<file path="src/sv/ring_cached_free_block_allocator_assert.svh">
// assertion macros used by the allocator rtl
`ifndef RING_CACHED_FREE_BLOCK_ALLOCATOR_ASSERT_SVH
`define RING_CACHED_FREE_BLOCK_ALLOCATOR_ASSERT_SVH

// same-cycle implication, checked at every clock edge out of reset
`define RCFBA_ASSERT_NOW(label, ante, cons) \
  label: assert property (@(posedge clk_i) disable iff (!rst_ni) (ante) |-> (cons)) \
    else $error("allocator check failed");

// next-cycle implication
`define RCFBA_ASSERT_NEXT(label, ante, cons) \
  label: assert property (@(posedge clk_i) disable iff (!rst_ni) (ante) |=> (cons)) \
    else $error("allocator check failed");

`endif

</file>
<file path="src/sv/rcfba_pkg.sv">
// ----------------------------------------------------------------------------
// rcfba_pkg
// types and codes shared by the block-id allocator modules
// ----------------------------------------------------------------------------
`default_nettype none

package rcfba_pkg;

  typedef enum logic [1:0] {
    ST_IDLE,
    ST_ISSUE,
    ST_FETCH,
    ST_EMIT
  } rcfba_state_e;

  typedef enum logic [1:0] {
    SRC_RING  = 2'd0,
    SRC_LIST  = 2'd1,
    SRC_FRESH = 2'd2,
    SRC_NONE  = 2'd3
  } rcfba_src_e;

  typedef enum logic {
    KIND_REQ = 1'b0,
    KIND_REL = 1'b1
  } rcfba_kind_e;

  typedef struct packed {
    logic        kind;
    logic [15:0] block_id;
  } rcfba_in_t;

  typedef struct packed {
    logic [15:0] granted_id;
    logic [1:0]  source;
    logic [16:0] free_total;
    logic        out_of_space;
  } rcfba_out_t;

  // datapath status seen by the sequencer
  typedef struct packed {
    logic need_read;
    logic out_free;
  } rcfba_stat_t;

  // sequencer strobes to the datapath
  typedef struct packed {
    logic         take;
    logic         issue;
    logic         fetch;
    logic         load;
    rcfba_state_e state;
  } rcfba_ctl_t;

endpackage

`default_nettype wire

</file>
<file path="src/sv/rcfba_ctrl.sv">
// ----------------------------------------------------------------------------
// rcfba_ctrl
// per-item sequencer: take, issue, memory fetch, emit
// ----------------------------------------------------------------------------
`default_nettype none

module rcfba_ctrl (
  input  wire logic                 clk_i,
  input  wire logic                 rst_ni,
  input  wire logic                 in_valid_i,
  input  wire rcfba_pkg::rcfba_stat_t stat_i,
  output logic                      in_stall_o,
  output rcfba_pkg::rcfba_ctl_t     ctl_o
);

  import rcfba_pkg::*;

  rcfba_state_e state_q, state_d;

  always_ff @(posedge clk_i or negedge rst_ni) begin
    if (!rst_ni) begin
      state_q <= ST_IDLE;
    end else begin
      state_q <= state_d;
    end
  end

  always_comb begin
    state_d     = state_q;
    ctl_o.take  = 1'b0;
    ctl_o.issue = 1'b0;
    ctl_o.fetch = 1'b0;
    ctl_o.load  = 1'b0;
    ctl_o.state = state_q;
    unique case (state_q)
      ST_IDLE: begin
        if (in_valid_i) begin
          ctl_o.take = 1'b1;
          state_d    = ST_ISSUE;
        end
      end
      ST_ISSUE: begin
        ctl_o.issue = 1'b1;
        state_d     = stat_i.need_read ? ST_FETCH : ST_EMIT;
      end
      ST_FETCH: begin
        ctl_o.fetch = 1'b1;
        state_d     = ST_EMIT;
      end
      ST_EMIT: begin
        if (stat_i.out_free) begin
          ctl_o.load = 1'b1;
          state_d    = ST_IDLE;
        end
      end
      default: state_d = ST_IDLE;
    endcase
  end

  assign in_stall_o = (state_q != ST_IDLE);

endmodule

`default_nettype wire

</file>
<file path="config.mk">
export PLATFORM = sky130hd
export DESIGN_NAME = rcfba_ctrl
export DESIGN_NICKNAME = d
export VERILOG_FILES = /design/src/sv/ring_cached_free_block_allocator_assert.svh /design/src/sv/rcfba_pkg.sv /design/src/sv/rcfba_ctrl.sv
export SDC_FILE = /design/constraint.sdc
export NUM_CORES = 1
export LEC_CHECK = 0
export ABC_AREA = 1
export BUFFER_PORTS_ARGS = -buffer_cell sky130_fd_sc_hd__buf_2
export CAP_MARGIN = 25
export CELL_PAD_IN_SITES_DETAIL_PLACEMENT = 0
export CELL_PAD_IN_SITES_GLOBAL_PLACEMENT = 1
export CORE_AREA = 2 2 39 41
export DETAILED_ROUTE_END_ITERATION = 12
export DIE_AREA = 0 0 41 43
export HOLD_SLACK_MARGIN = 0.1
export PLACE_DENSITY_LB_ADDON = 0.1
export SKIP_CTS_REPAIR_TIMING = 1
export SYNTH_ARGS = -nofsm -noshare
export SYNTH_HDL_FRONTEND = slang
export SYNTH_SLANG_ARGS = --single-unit
</file>
<file path="constraint.sdc">
create_clock -name clk_i -period 1.9 [get_ports clk_i]
set_clock_uncertainty 0.2 [all_clocks]
set_input_delay 0.095 -clock clk_i [delete_from_list [all_inputs] [get_ports clk_i]]
set_output_delay 0.095 -clock clk_i [all_outputs]
set_load 0.01 [all_outputs]
</file>
==> metrics.txt, run 1 <==
# TYPE chip_impl_metric gauge
chip_impl_metric{name="netlist_area",unit="sq um"} 216
chip_impl_info{name="largest-register",value="state_q"} 1
chip_impl_metric{name="path_max_fanout",unit=""} 5
chip_impl_metric{name="place_hpwl",unit="um"} 401
chip_impl_metric{name="grt_pass1_wl",unit="um"} 779
chip_impl_metric{name="fraction_of_synthesis_flops_using_an_asynchronous_set_or_reset_pin",unit=""} 1.00
chip_impl_metric{name="final_layout_size_suffix_gt1_frac",unit=""} 0.340
chip_impl_metric{name="post_synth_xor_area_fraction",unit=""} 0
chip_impl_metric{name="setup-violations-final",unit=""} 0
chip_impl_metric{name="drt_first_iter_violations",unit=""} 0
chip_impl_metric{name="fillCellCount",unit=""} 167
chip_impl_metric{name="grt_max_degree",unit=""} 7
chip_impl_info{name="grt_setup_unrepaired",value="false"} 1
chip_impl_metric{name="clockBufferDepth",unit=""} 2
chip_impl_metric{name="postLayoutCellArea",unit="sq um"} 364
chip_impl_metric{name="worst_pin_slew",unit="ns"} 0.204
chip_impl_metric{name="power_density",unit="nW/um^2"} 1390
chip_impl_metric{name="drt_pass1_iterations",unit=""} 1
chip_impl_metric{name="p_leak",unit="uW"} 0.000241
chip_impl_info{name="ys.flop_type",value="sky130_fd_sc_hd__dfrtp_1"} 1
chip_impl_info{name="cp-end-kind",value="primary output"} 1
chip_impl_metric{name="syn-num-nets",unit=""} 41
chip_impl_metric{name="power.total",unit="uW"} 505
chip_impl_metric{name="fp.dieArea",unit="sq um"} 1760
chip_impl_metric{name="io_pins",unit=""} 12
chip_impl_info{name="yosys.cell_count.top_type",value="sky130_fd_sc_hd__nand2_1"} 1
chip_impl_metric{name="clk-insertion-delay-late",unit="ns"} 0.22
chip_impl_metric{name="largest_register_ff_count",unit=""} 2
chip_impl_metric{name="die_width",unit="um"} 41
chip_impl_metric{name="maxClockFrequency",unit="MHz"} 660
chip_impl_metric{name="synth-seq-area-share",unit=""} 0.231
chip_impl_metric{name="final.min_clock_period",unit="ns"} 1.52
chip_impl_info{name="synth_commonest_cells",value="sky130_fd_sc_hd__nand2_1, sky130_fd_sc_hd__inv_1, sky130_fd_sc_hd__ha_1"} 1
chip_impl_metric{name="synth_compound_gate_area_share",unit=""} 0
chip_impl_metric{name="antenna_violating_nets_left",unit=""} 0
chip_impl_info{name="top_regs",value="state_q x2"} 1
chip_impl_metric{name="numCtsBuffers",unit=""} 3
chip_impl_metric{name="cts-htree-levels",unit=""} 1
chip_impl_metric{name="synth_area_per_cell",unit="sq um"} 6.98
chip_impl_metric{name="place.gp.congestion",unit=""} 0.689
chip_impl_metric{name="synthDistinctLibCells",unit=""} 7
chip_impl_metric{name="nNetsFinal",unit=""} 62
chip_impl_info{name="yosys_top_cell_by_area",value="sky130_fd_sc_hd__ha_1"} 1
chip_impl_metric{name="row_count",unit=""} 14
chip_impl_metric{name="ys_ff_latch",unit=""} 2
chip_impl_metric{name="finalHoldViolations",unit=""} 0
chip_impl_metric{name="detail_route.drc_violations",unit=""} 0
chip_impl_metric{name="antenna_violations_before_repair",unit=""} 0
chip_impl_info{name="timing.critical_path.from_type",value="flip-flop"} 1
chip_impl_info{name="timing.critical_path.mode_cell",value="sky130_fd_sc_hd__inv_1"} 1
chip_impl_metric{name="routed_wirelength",unit="um"} 477
chip_impl_metric{name="syn_to_final_growth",unit="%"} 68.2
chip_impl_metric{name="peak_supply_drop",unit="uV"} 394
chip_impl_metric{name="globalRoute.totalOverflow",unit=""} 0
chip_impl_info{name="status",value="finished, final reports clean"} 1
chip_impl_metric{name="slew_viol_final",unit=""} 0
chip_impl_metric{name="grt_pass1_vias",unit=""} 178
chip_impl_metric{name="worst-endpoint-required",unit="ns"} 1.60
chip_impl_metric{name="critical-path-max-stage-delay",unit="ns"} 0.42
chip_impl_info{name="combinational_family_with_the_most_area_after_synthesis",value="simple AND/OR/NAND/NOR gates"} 1
chip_impl_metric{name="via_count",unit=""} 223
chip_impl_metric{name="timing.slew.headroom",unit=""} 0.864
chip_impl_metric{name="cts_sink_count",unit=""} 2
chip_impl_metric{name="layout_worst_path_cycle_share",unit=""} 0.797
chip_impl_metric{name="global_route.usage.total",unit=""} 0.0681
chip_impl_metric{name="ant_diodes",unit=""} 0
chip_impl_metric{name="setup-tns-final",unit="ns"} 0
chip_impl_info{name="synth_top_cells_by_area",value="sky130_fd_sc_hd__ha_1, sky130_fd_sc_hd__dfrtp_1, sky130_fd_sc_hd__nand2_1"} 1
chip_impl_metric{name="synthesis.yosys.warnings",unit=""} 0
chip_impl_metric{name="synthDominantCellAreaShare",unit=""} 0.289
chip_impl_metric{name="synth-adder-area-share",unit=""} 0.289
chip_impl_metric{name="synth_simple_gate_area_share",unit=""} 0.324
chip_impl_metric{name="cp.buffers_inverters",unit=""} 3
chip_impl_metric{name="synthMuxAreaShare",unit=""} 0
chip_impl_metric{name="arrival",unit="ns"} 1.22
chip_impl_info{name="tritoncts",value="yes"} 1
chip_impl_info{name="min_path_type",value="reg2reg"} 1
chip_impl_metric{name="routed_via_density",unit=""} 3.38
chip_impl_metric{name="netlist_instances",unit=""} 31
chip_impl_metric{name="cap_viol_max_count",unit=""} 0
chip_impl_info{name="critical-path-slowest-cell",value="sky130_fd_sc_hd__dfrtp_1"} 1
chip_impl_info{name="timing_worst_setup_path_type",value="reg2out"} 1
chip_impl_metric{name="clock_pin_slew_on_the_worst_setup_and_hold_paths",unit="ns"} 0.03
chip_impl_metric{name="starting_density_of_the_core",unit=""} 0.156
chip_impl_info{name="root_cell_of_the_clock_tree",value="sky130_fd_sc_hd__clkbuf_4"} 1
chip_impl_metric{name="numPortBuffers",unit=""} 11
chip_impl_metric{name="die_h",unit="um"} 43
chip_impl_metric{name="avgRoutedWirePerCell",unit="um"} 7.23
chip_impl_metric{name="placement.cell_area",unit="sq um"} 292
chip_impl_metric{name="floorplan.core_area",unit="sq um"} 1380
chip_impl_metric{name="synth-edff-count",unit=""} 0
chip_impl_info{name="critical-path-top-delay-family",value="flip-flops"} 1
chip_impl_info{name="timing.critical_path.cells",value="inv_1 -> ha_1 -> nand2_1 -> inv_1 -> buf_2"} 1
-- metrics by stage --
step                setup slack, ns  instances  utilization  hold slack [ns]
finish                        0.385         66        0.263            0.365
floorplan                     0.563         31            -           -0.401
detailed placement            0.507         58        0.211           -0.318
global route                  0.257         66        0.263            0.423
global placement              0.530         58        0.211           -0.318
CTS                           0.354         61        0.227           -0.560
-- layer usage --
metal | routed length [um] | up-vias | track usage
li1 | - | 128 | -
met1 | 247 | 89 | 0.0958
met2 | 197 | 6 | 0.0813
met5 | 0 | - | 0
met4 | 0 | 0 | 0
met3 | 32 | 0 | 0.0628
-- final timing paths --
path,from,endpoint,slack (ns),cells past startpoint
worst max-delay path,state_q[0],ctl_o[5],0.38,5
worst min-delay path,state_q[0],state_q[0],0.36,2
worst max register to register,state_q[1],state_q[0],0.52,6
worst min register to register,state_q[0],state_q[0],0.36,2
max in group asynchronous,rst_ni,state_q[1],0.86,3
min in group asynchronous,rst_ni,state_q[0],0.52,3
-- cell usage in the layout (no fill, tap or decap), drive strengths merged --
cell type / netlist / routed
dlygate4sd3: 0 / 5
nand3: 3 / 3
inv: 9 / 9
clkbuf: 0 / 3
nand2: 12 / 12
buf: 0 / 11
ha: 5 / 5
dfrtp: 2 / 2
-- area by class of cell --
cell class                      count  area, sq um  share of cell area
Inverter                            9         33.8              0.0928
Timing Repair Buffer               16          105               0.289
Multi-Input combinational cell     20          133               0.364
Tap cell                           16         20.0              0.0550
Sequential cell                     2         50.0               0.137
Clock buffer                        3         22.5              0.0619
-- cells by family (layout without fill, tap and decap cells) --
group | Yosys count | count (layout)
AND/OR/NAND/NOR | 15 | 15
buffers and inverters | 9 | 28
flip-flops | 2 | 2
adder cells (fa/ha/maj) | 5 | 5
-- worst reg2reg max path: cells and delay by family (launching register included) --
kind	cells	cell delay [ns]
adder cells (fa/ha/maj)	1	0.23
buffers and inverters	1	0.11
flip-flops	1	0.43
AND/OR/NAND/NOR	4	0.29
-- report_power, final --
| group | internal [uW] | switching (uW) |
|---|---|---|
| Combinational | 135 | 175 |
| Clock | 69.7 | 23.8 |
| Sequential | 67.3 | 34.5 |
| Total | 272 | 233 |
(Power assumes the default switching activity.)
==> inputs of run 2 (changes only) <==
==> constraint.sdc (replaced) <==
create_clock -name clk_i -period 1.3 [get_ports clk_i]
set_clock_uncertainty 0.2 [all_clocks]
set_input_delay 0.065 -clock clk_i [delete_from_list [all_inputs] [get_ports clk_i]]
set_output_delay 0.065 -clock clk_i [all_outputs]
set_load 0.01 [all_outputs]
==> metrics.txt, run 2 (same netlist as run 1, synthesis figures left out) <==
# TYPE chip_impl_metric gauge
chip_impl_metric{name="fp.dieArea",unit="sq um"} 1760
chip_impl_metric{name="arrival",unit="ns"} 1.09
chip_impl_metric{name="p_leak",unit="uW"} 0.000252
chip_impl_metric{name="numPortBuffers",unit=""} 11
chip_impl_info{name="cp-end-kind",value="primary output"} 1
chip_impl_metric{name="finalHoldViolations",unit=""} 0
chip_impl_info{name="timing_worst_setup_path_type",value="reg2out"} 1
chip_impl_metric{name="final.min_clock_period",unit="ns"} 1.36
chip_impl_metric{name="clockBufferDepth",unit=""} 2
chip_impl_metric{name="global_route.usage.total",unit=""} 0.0592
chip_impl_info{name="status",value="finished with violations"} 1
chip_impl_metric{name="place_hpwl",unit="um"} 392
chip_impl_metric{name="starting_density_of_the_core",unit=""} 0.156
chip_impl_metric{name="fillCellCount",unit=""} 155
chip_impl_metric{name="io_pins",unit=""} 12
chip_impl_metric{name="critical-path-max-stage-delay",unit="ns"} 0.42
chip_impl_metric{name="antenna_violating_nets_left",unit=""} 0
chip_impl_info{name="min_path_type",value="reg2reg"} 1
chip_impl_metric{name="drt_first_iter_violations",unit=""} 2
chip_impl_metric{name="place.gp.congestion",unit=""} 0.711
chip_impl_info{name="largest-register",value="state_q"} 1
chip_impl_info{name="tritoncts",value="yes"} 1
chip_impl_metric{name="avgRoutedWirePerCell",unit="um"} 7.39
chip_impl_metric{name="cts-htree-levels",unit=""} 1
chip_impl_metric{name="via_count",unit=""} 254
chip_impl_metric{name="routed_wirelength",unit="um"} 510
chip_impl_metric{name="globalRoute.totalOverflow",unit=""} 0
chip_impl_metric{name="nNetsFinal",unit=""} 65
chip_impl_metric{name="cap_viol_max_count",unit=""} 0
chip_impl_metric{name="final_layout_size_suffix_gt1_frac",unit=""} 0.566
chip_impl_metric{name="placement.cell_area",unit="sq um"} 309
chip_impl_metric{name="setup-tns-final",unit="ns"} -0.183
chip_impl_info{name="root_cell_of_the_clock_tree",value="sky130_fd_sc_hd__clkbuf_4"} 1
chip_impl_metric{name="worst_pin_slew",unit="ns"} 0.103
chip_impl_metric{name="whs",unit="ns"} 0.333
chip_impl_metric{name="syn_to_final_growth",unit="%"} 103
chip_impl_metric{name="ant_diodes",unit=""} 0
chip_impl_metric{name="die_h",unit="um"} 43
chip_impl_metric{name="largest_register_ff_count",unit=""} 2
chip_impl_metric{name="die_width",unit="um"} 41
chip_impl_metric{name="worst-endpoint-required",unit="ns"} 1.03
chip_impl_metric{name="power_density",unit="nW/um^2"} 2170
chip_impl_metric{name="drt_pass1_iterations",unit=""} 2
chip_impl_metric{name="row_count",unit=""} 14
chip_impl_metric{name="place_ws",unit="ns"} 0.0236
chip_impl_metric{name="grt_max_degree",unit=""} 6
chip_impl_metric{name="floorplan.core_area",unit="sq um"} 1380
chip_impl_info{name="mostFrequentLayoutCell",value="sky130_fd_sc_hd__buf_2"} 1
chip_impl_metric{name="layout_worst_path_cycle_share",unit=""} 1.04
chip_impl_metric{name="path_max_fanout",unit=""} 5
chip_impl_metric{name="grt_pass1_wl",unit="um"} 696
chip_impl_info{name="grt_setup_unrepaired",value="true"} 1
chip_impl_info{name="failed_checks",value="negative setup slack"} 1
chip_impl_info{name="critical-path-slowest-cell",value="sky130_fd_sc_hd__dfrtp_2"} 1
chip_impl_metric{name="maxClockFrequency",unit="MHz"} 738
chip_impl_info{name="timing.critical_path.from_type",value="flip-flop"} 1
chip_impl_metric{name="setup-violations-final",unit=""} 5
chip_impl_metric{name="grt_pass1_vias",unit=""} 170
chip_impl_metric{name="cp.buffers_inverters",unit=""} 2
chip_impl_metric{name="slew_viol_final",unit=""} 0
chip_impl_metric{name="antenna_violations_before_repair",unit=""} 0
chip_impl_metric{name="peak_supply_drop",unit="uV"} 540
chip_impl_metric{name="detail_route.drc_violations",unit=""} 0
chip_impl_info{name="commonest_non_fill_non_tap_cells_in_the_layout",value="sky130_fd_sc_hd__buf_2, sky130_fd_sc_hd__nand2_1, sky130_fd_sc_hd__inv_1, sky130_fd_sc_hd__dlygate4sd3_1, sky130_fd_sc_hd__nand2_2"} 1
chip_impl_metric{name="postLayoutCellArea",unit="sq um"} 439
chip_impl_info{name="top_regs",value="state_q x2"} 1
chip_impl_metric{name="cts_sink_count",unit=""} 2
chip_impl_metric{name="final_ws_setup",unit="ns"} -0.0557
chip_impl_metric{name="timing.slew.headroom",unit=""} 0.931
chip_impl_metric{name="numCtsBuffers",unit=""} 3
chip_impl_metric{name="clk-insertion-delay-late",unit="ns"} 0.22
chip_impl_metric{name="clock_pin_slew_on_the_worst_setup_and_hold_paths",unit="ns"} 0.03
chip_impl_metric{name="routed_via_density",unit=""} 3.68
chip_impl_info{name="critical-path-top-delay-family",value="flip-flops"} 1
chip_impl_info{name="timing.critical_path.cells",value="buf_4 -> ha_2 -> buf_6"} 1
## run 2: layer usage
metal	vias to the layer above	wire, um	GRT usage
li1	133	-	-
met1	113	226	0.0737
met2	8	252	0.0750
met3	0	31	0.0471
met4	0	0	0.0200
met5	-	0	0
## run 2: path summary, 6_finish.rpt
| kind | start | to | cells after the start | slack [ns] |
|---|---|---|---|---|
| min in group asynchronous | rst_ni | state_q[0] | 3 | 0.50 |
| hold / removal | state_q[0] | state_q[0] | 2 | 0.33 |
| hold reg to reg | state_q[0] | state_q[0] | 2 | 0.33 |
| setup / recovery | state_q[0] | ctl_o[4] | 3 | -0.06 |
| setup reg to reg | state_q[0] | state_q[0] | 6 | 0.01 |
| max in group asynchronous | rst_ni | state_q[1] | 3 | 0.26 |
## run 2: metrics by stage
step,util,cells,power [uW]
floorplan,-,31,461
global placement,0.223,60,665
detailed placement,0.223,60,656
CTS,0.240,63,800
global route,0.317,69,1070
finish,0.317,69,952
## run 2: final cells by class
cell class,instances,area (sq um),area share
Sequential cell,2,52.6,0.120
Timing Repair Buffer,19,140,0.319
Tap cell,16,20.0,0.0456
Clock buffer,3,22.5,0.0513
Inverter,9,36.3,0.0826
Multi-Input combinational cell,20,168,0.382
## run 2: worst reg2reg max path, stage by stage, from the launching register on
cell                      delay, ns
sky130_fd_sc_hd__dfrtp_2       0.42
sky130_fd_sc_hd__buf_4         0.14
sky130_fd_sc_hd__ha_2          0.19
sky130_fd_sc_hd__nand2_2       0.07
sky130_fd_sc_hd__nand3_2       0.06
sky130_fd_sc_hd__nand2_1       0.05
sky130_fd_sc_hd__nand2_1       0.04
## run 2: power by group
group          leakage (uW)  switching, uW  internal [uW]  total (uW)
registers         0.0000217           45.2            105         150
clock network     0.0000138           33.0            102         135
logic              0.000217            329            339         668
==> inputs of run 3 (changes only) <==
--- a/config.mk
+++ b/config.mk
@@ -8,7 +8,7 @@
 export ABC_AREA = 1
 export BUFFER_PORTS_ARGS = -buffer_cell sky130_fd_sc_hd__buf_2
 export CAP_MARGIN = 25
-export CELL_PAD_IN_SITES_DETAIL_PLACEMENT = 0
+export CELL_PAD_IN_SITES_DETAIL_PLACEMENT = 1
 export CELL_PAD_IN_SITES_GLOBAL_PLACEMENT = 1
 export CORE_AREA = 2 2 39 41
 export DETAILED_ROUTE_END_ITERATION = 12
==> constraint.sdc (replaced) <==
create_clock -name clk_i -period 1.3 [get_ports clk_i]
set_clock_uncertainty 0.2 [all_clocks]
set_input_delay 0.13 -clock clk_i [delete_from_list [all_inputs] [get_ports clk_i]]
set_output_delay 0.13 -clock clk_i [all_outputs]
set_load 0.01 [all_outputs]
==> metrics.txt, run 3 (same netlist as run 1, synthesis figures left out) <==
# TYPE chip_impl_metric gauge
chip_impl_info{name="tritoncts",value="yes"} 1
chip_impl_metric{name="row_count",unit=""} 14
chip_impl_info{name="root_cell_of_the_clock_tree",value="sky130_fd_sc_hd__clkbuf_4"} 1
chip_impl_info{name="top_usage_layer",value="met2"} 1
chip_impl_metric{name="worst_pin_slew",unit="ns"} 0.126
chip_impl_metric{name="p_leak",unit="uW"} 0.000261
chip_impl_info{name="top_regs",value="state_q x2"} 1
chip_impl_metric{name="grt.met3_usage",unit=""} 0.0628
chip_impl_metric{name="layout_worst_path_cycle_share",unit=""} 1.10
chip_impl_info{name="timing_worst_setup_path_type",value="reg2out"} 1
chip_impl_metric{name="drt_pass1_iterations",unit=""} 1
chip_impl_metric{name="grt_pass1_vias",unit=""} 187
chip_impl_metric{name="die_width",unit="um"} 41
chip_impl_info{name="worst_setup_path_endpoint",value="ctl_o[4]"} 1
chip_impl_metric{name="clockBufferDepth",unit=""} 2
chip_impl_metric{name="critical_path_cell_count",unit=""} 3
chip_impl_metric{name="place.gp.congestion",unit=""} 0.711
chip_impl_info{name="critical-path-slowest-cell",value="sky130_fd_sc_hd__dfrtp_2"} 1
chip_impl_metric{name="path_max_fanout",unit=""} 5
chip_impl_metric{name="place_hpwl",unit="um"} 457
chip_impl_metric{name="starting_density_of_the_core",unit=""} 0.156
chip_impl_info{name="commonest_non_fill_non_tap_cells_in_the_layout",value="sky130_fd_sc_hd__nand2_1, sky130_fd_sc_hd__buf_2, sky130_fd_sc_hd__inv_1, sky130_fd_sc_hd__buf_4"} 1
chip_impl_metric{name="fp.dieArea",unit="sq um"} 1760
chip_impl_metric{name="die_h",unit="um"} 43
chip_impl_metric{name="arrival",unit="ns"} 1.11
chip_impl_metric{name="nNetsFinal",unit=""} 65
chip_impl_metric{name="ant_diodes",unit=""} 0
chip_impl_metric{name="setup-tns-final",unit="ns"} -0.522
chip_impl_metric{name="cp.buffers_inverters",unit=""} 2
chip_impl_metric{name="slew_viol_final",unit=""} 0
chip_impl_metric{name="drt_first_iter_violations",unit=""} 0
chip_impl_metric{name="final_ws_setup",unit="ns"} -0.135
chip_impl_metric{name="global_route.usage.met1",unit=""} 0.0833
chip_impl_metric{name="timing.reg2reg.setup_slack",unit="ns"} -0.02
chip_impl_metric{name="numCtsBuffers",unit=""} 3
chip_impl_metric{name="detail_route.drc_violations",unit=""} 0
chip_impl_metric{name="syn_to_final_growth",unit="%"} 103
chip_impl_metric{name="power_density",unit="nW/um^2"} 2390
chip_impl_metric{name="cts-htree-levels",unit=""} 1
chip_impl_metric{name="routed_wirelength",unit="um"} 616
chip_impl_info{name="grt_setup_unrepaired",value="true"} 1
chip_impl_metric{name="numPortBuffers",unit=""} 11
chip_impl_info{name="critical-path-top-delay-family",value="flip-flops"} 1
chip_impl_info{name="failed_checks",value="negative setup slack"} 1
chip_impl_metric{name="final_layout_size_suffix_gt1_frac",unit=""} 0.604
chip_impl_metric{name="global_route.usage.total",unit=""} 0.0692
chip_impl_metric{name="grt_max_degree",unit=""} 6
chip_impl_info{name="rr_startpoint",value="state_q[0]"} 1
chip_impl_info{name="timing.critical_path.from_type",value="flip-flop"} 1
chip_impl_info{name="min_path_type",value="in2reg"} 1
chip_impl_metric{name="use_met2",unit=""} 0.0875
chip_impl_metric{name="floorplan.core_area",unit="sq um"} 1380
chip_impl_metric{name="antenna_violations_before_repair",unit=""} 0
chip_impl_info{name="timing.critical_path.cells",value="buf_4 -> ha_2 -> buf_6"} 1
chip_impl_metric{name="finalHoldViolations",unit=""} 0
chip_impl_metric{name="avgRoutedWirePerCell",unit="um"} 8.93
chip_impl_metric{name="peak_supply_drop",unit="uV"} 578
chip_impl_metric{name="clk-insertion-delay-late",unit="ns"} 0.23
chip_impl_info{name="critPathLaunch",value="state_q[0]"} 1
chip_impl_metric{name="routed_via_density",unit=""} 3.72
chip_impl_info{name="cp-end-kind",value="primary output"} 1
chip_impl_metric{name="cells_on_worst_reg2reg_path",unit=""} 6
chip_impl_info{name="status",value="finished with violations"} 1
chip_impl_metric{name="critical-path-max-stage-delay",unit="ns"} 0.43
chip_impl_metric{name="largest_register_ff_count",unit=""} 2
chip_impl_info{name="critical_path.reg2reg.endpoint",value="state_q[0]"} 1
chip_impl_metric{name="cts_sink_count",unit=""} 2
chip_impl_metric{name="via_count",unit=""} 257
chip_impl_metric{name="timing.slew.headroom",unit=""} 0.916
chip_impl_metric{name="setup-violations-final",unit=""} 6
chip_impl_metric{name="whs",unit="ns"} 0.0662
chip_impl_metric{name="maxClockFrequency",unit="MHz"} 697
chip_impl_metric{name="worst-endpoint-required",unit="ns"} 0.97
chip_impl_info{name="largest-register",value="state_q"} 1
chip_impl_metric{name="clock_pin_slew_on_the_worst_setup_and_hold_paths",unit="ns"} 0.03
chip_impl_metric{name="cap_viol_max_count",unit=""} 0
chip_impl_metric{name="antenna_violating_nets_left",unit=""} 0
chip_impl_metric{name="final.min_clock_period",unit="ns"} 1.44
chip_impl_metric{name="power.total",unit="uW"} 1050
chip_impl_metric{name="io_pins",unit=""} 12
chip_impl_metric{name="globalRoute.totalOverflow",unit=""} 0
chip_impl_metric{name="grt_pass1_wl",unit="um"} 765
run 3: how the worst min path moves through the flow:
stage          startpoint    endpoint  cells past startpoint
2_1_floorplan      rst_ni  state_q[0]                      0
3_3_place_gp       rst_ni  state_q[1]                      1
3_5_place_dp       rst_ni  state_q[0]                      1
4_1_cts            rst_ni  state_q[0]                      1
5_1_grt         stat_i[1]  state_q[0]                      6
6_report        stat_i[1]  state_q[0]                      6
run 3: final cells by class:
| class | instances | area (sq um) |
|---|---|---|
| Clock buffer | 3 | 22.5 |
| Fill cell | 174 | 943 |
| Inverter | 9 | 38.8 |
| Multi-Input combinational cell | 20 | 170 |
| Sequential cell | 2 | 52.6 |
| Tap cell | 16 | 20.0 |
| Timing Repair Buffer | 19 | 136 |
run 3: layer usage:
metal  share of wire  vias up  routed length [um]
met5               0        -                   0
met4               0        0                   0
met3           0.060        0                  37
met2            0.53        8                 324
met1            0.41      116                 254
li1                -      133                   -
run 3: worst min-delay path: cells and delay by family:
family	cells	cell delay, ns
buffers and inverters	2	0.10
AND/OR/NAND/NOR	4	0.22
run 3: stage by stage:
stage	area [sq um]	utilization	worst slack, ns	cells
after global routing	440	0.318	-0.169	69
after floorplan	219	-	0.0340	31
after CTS	332	0.240	-0.227	63
final	440	0.318	-0.135	69
after global placement	309	0.223	0.00433	60
after detailed placement	309	0.223	-0.0115	60
run 3: where the power goes:
| part | leakage (uW) | internal [uW] | switching [uW] |
|---|---|---|---|
| registers | 0.0000217 | 105 | 50.7 |
| logic | 0.000225 | 401 | 357 |
| clock network | 0.0000138 | 102 | 36.5 |
| total | 0.000261 | 608 | 445 |
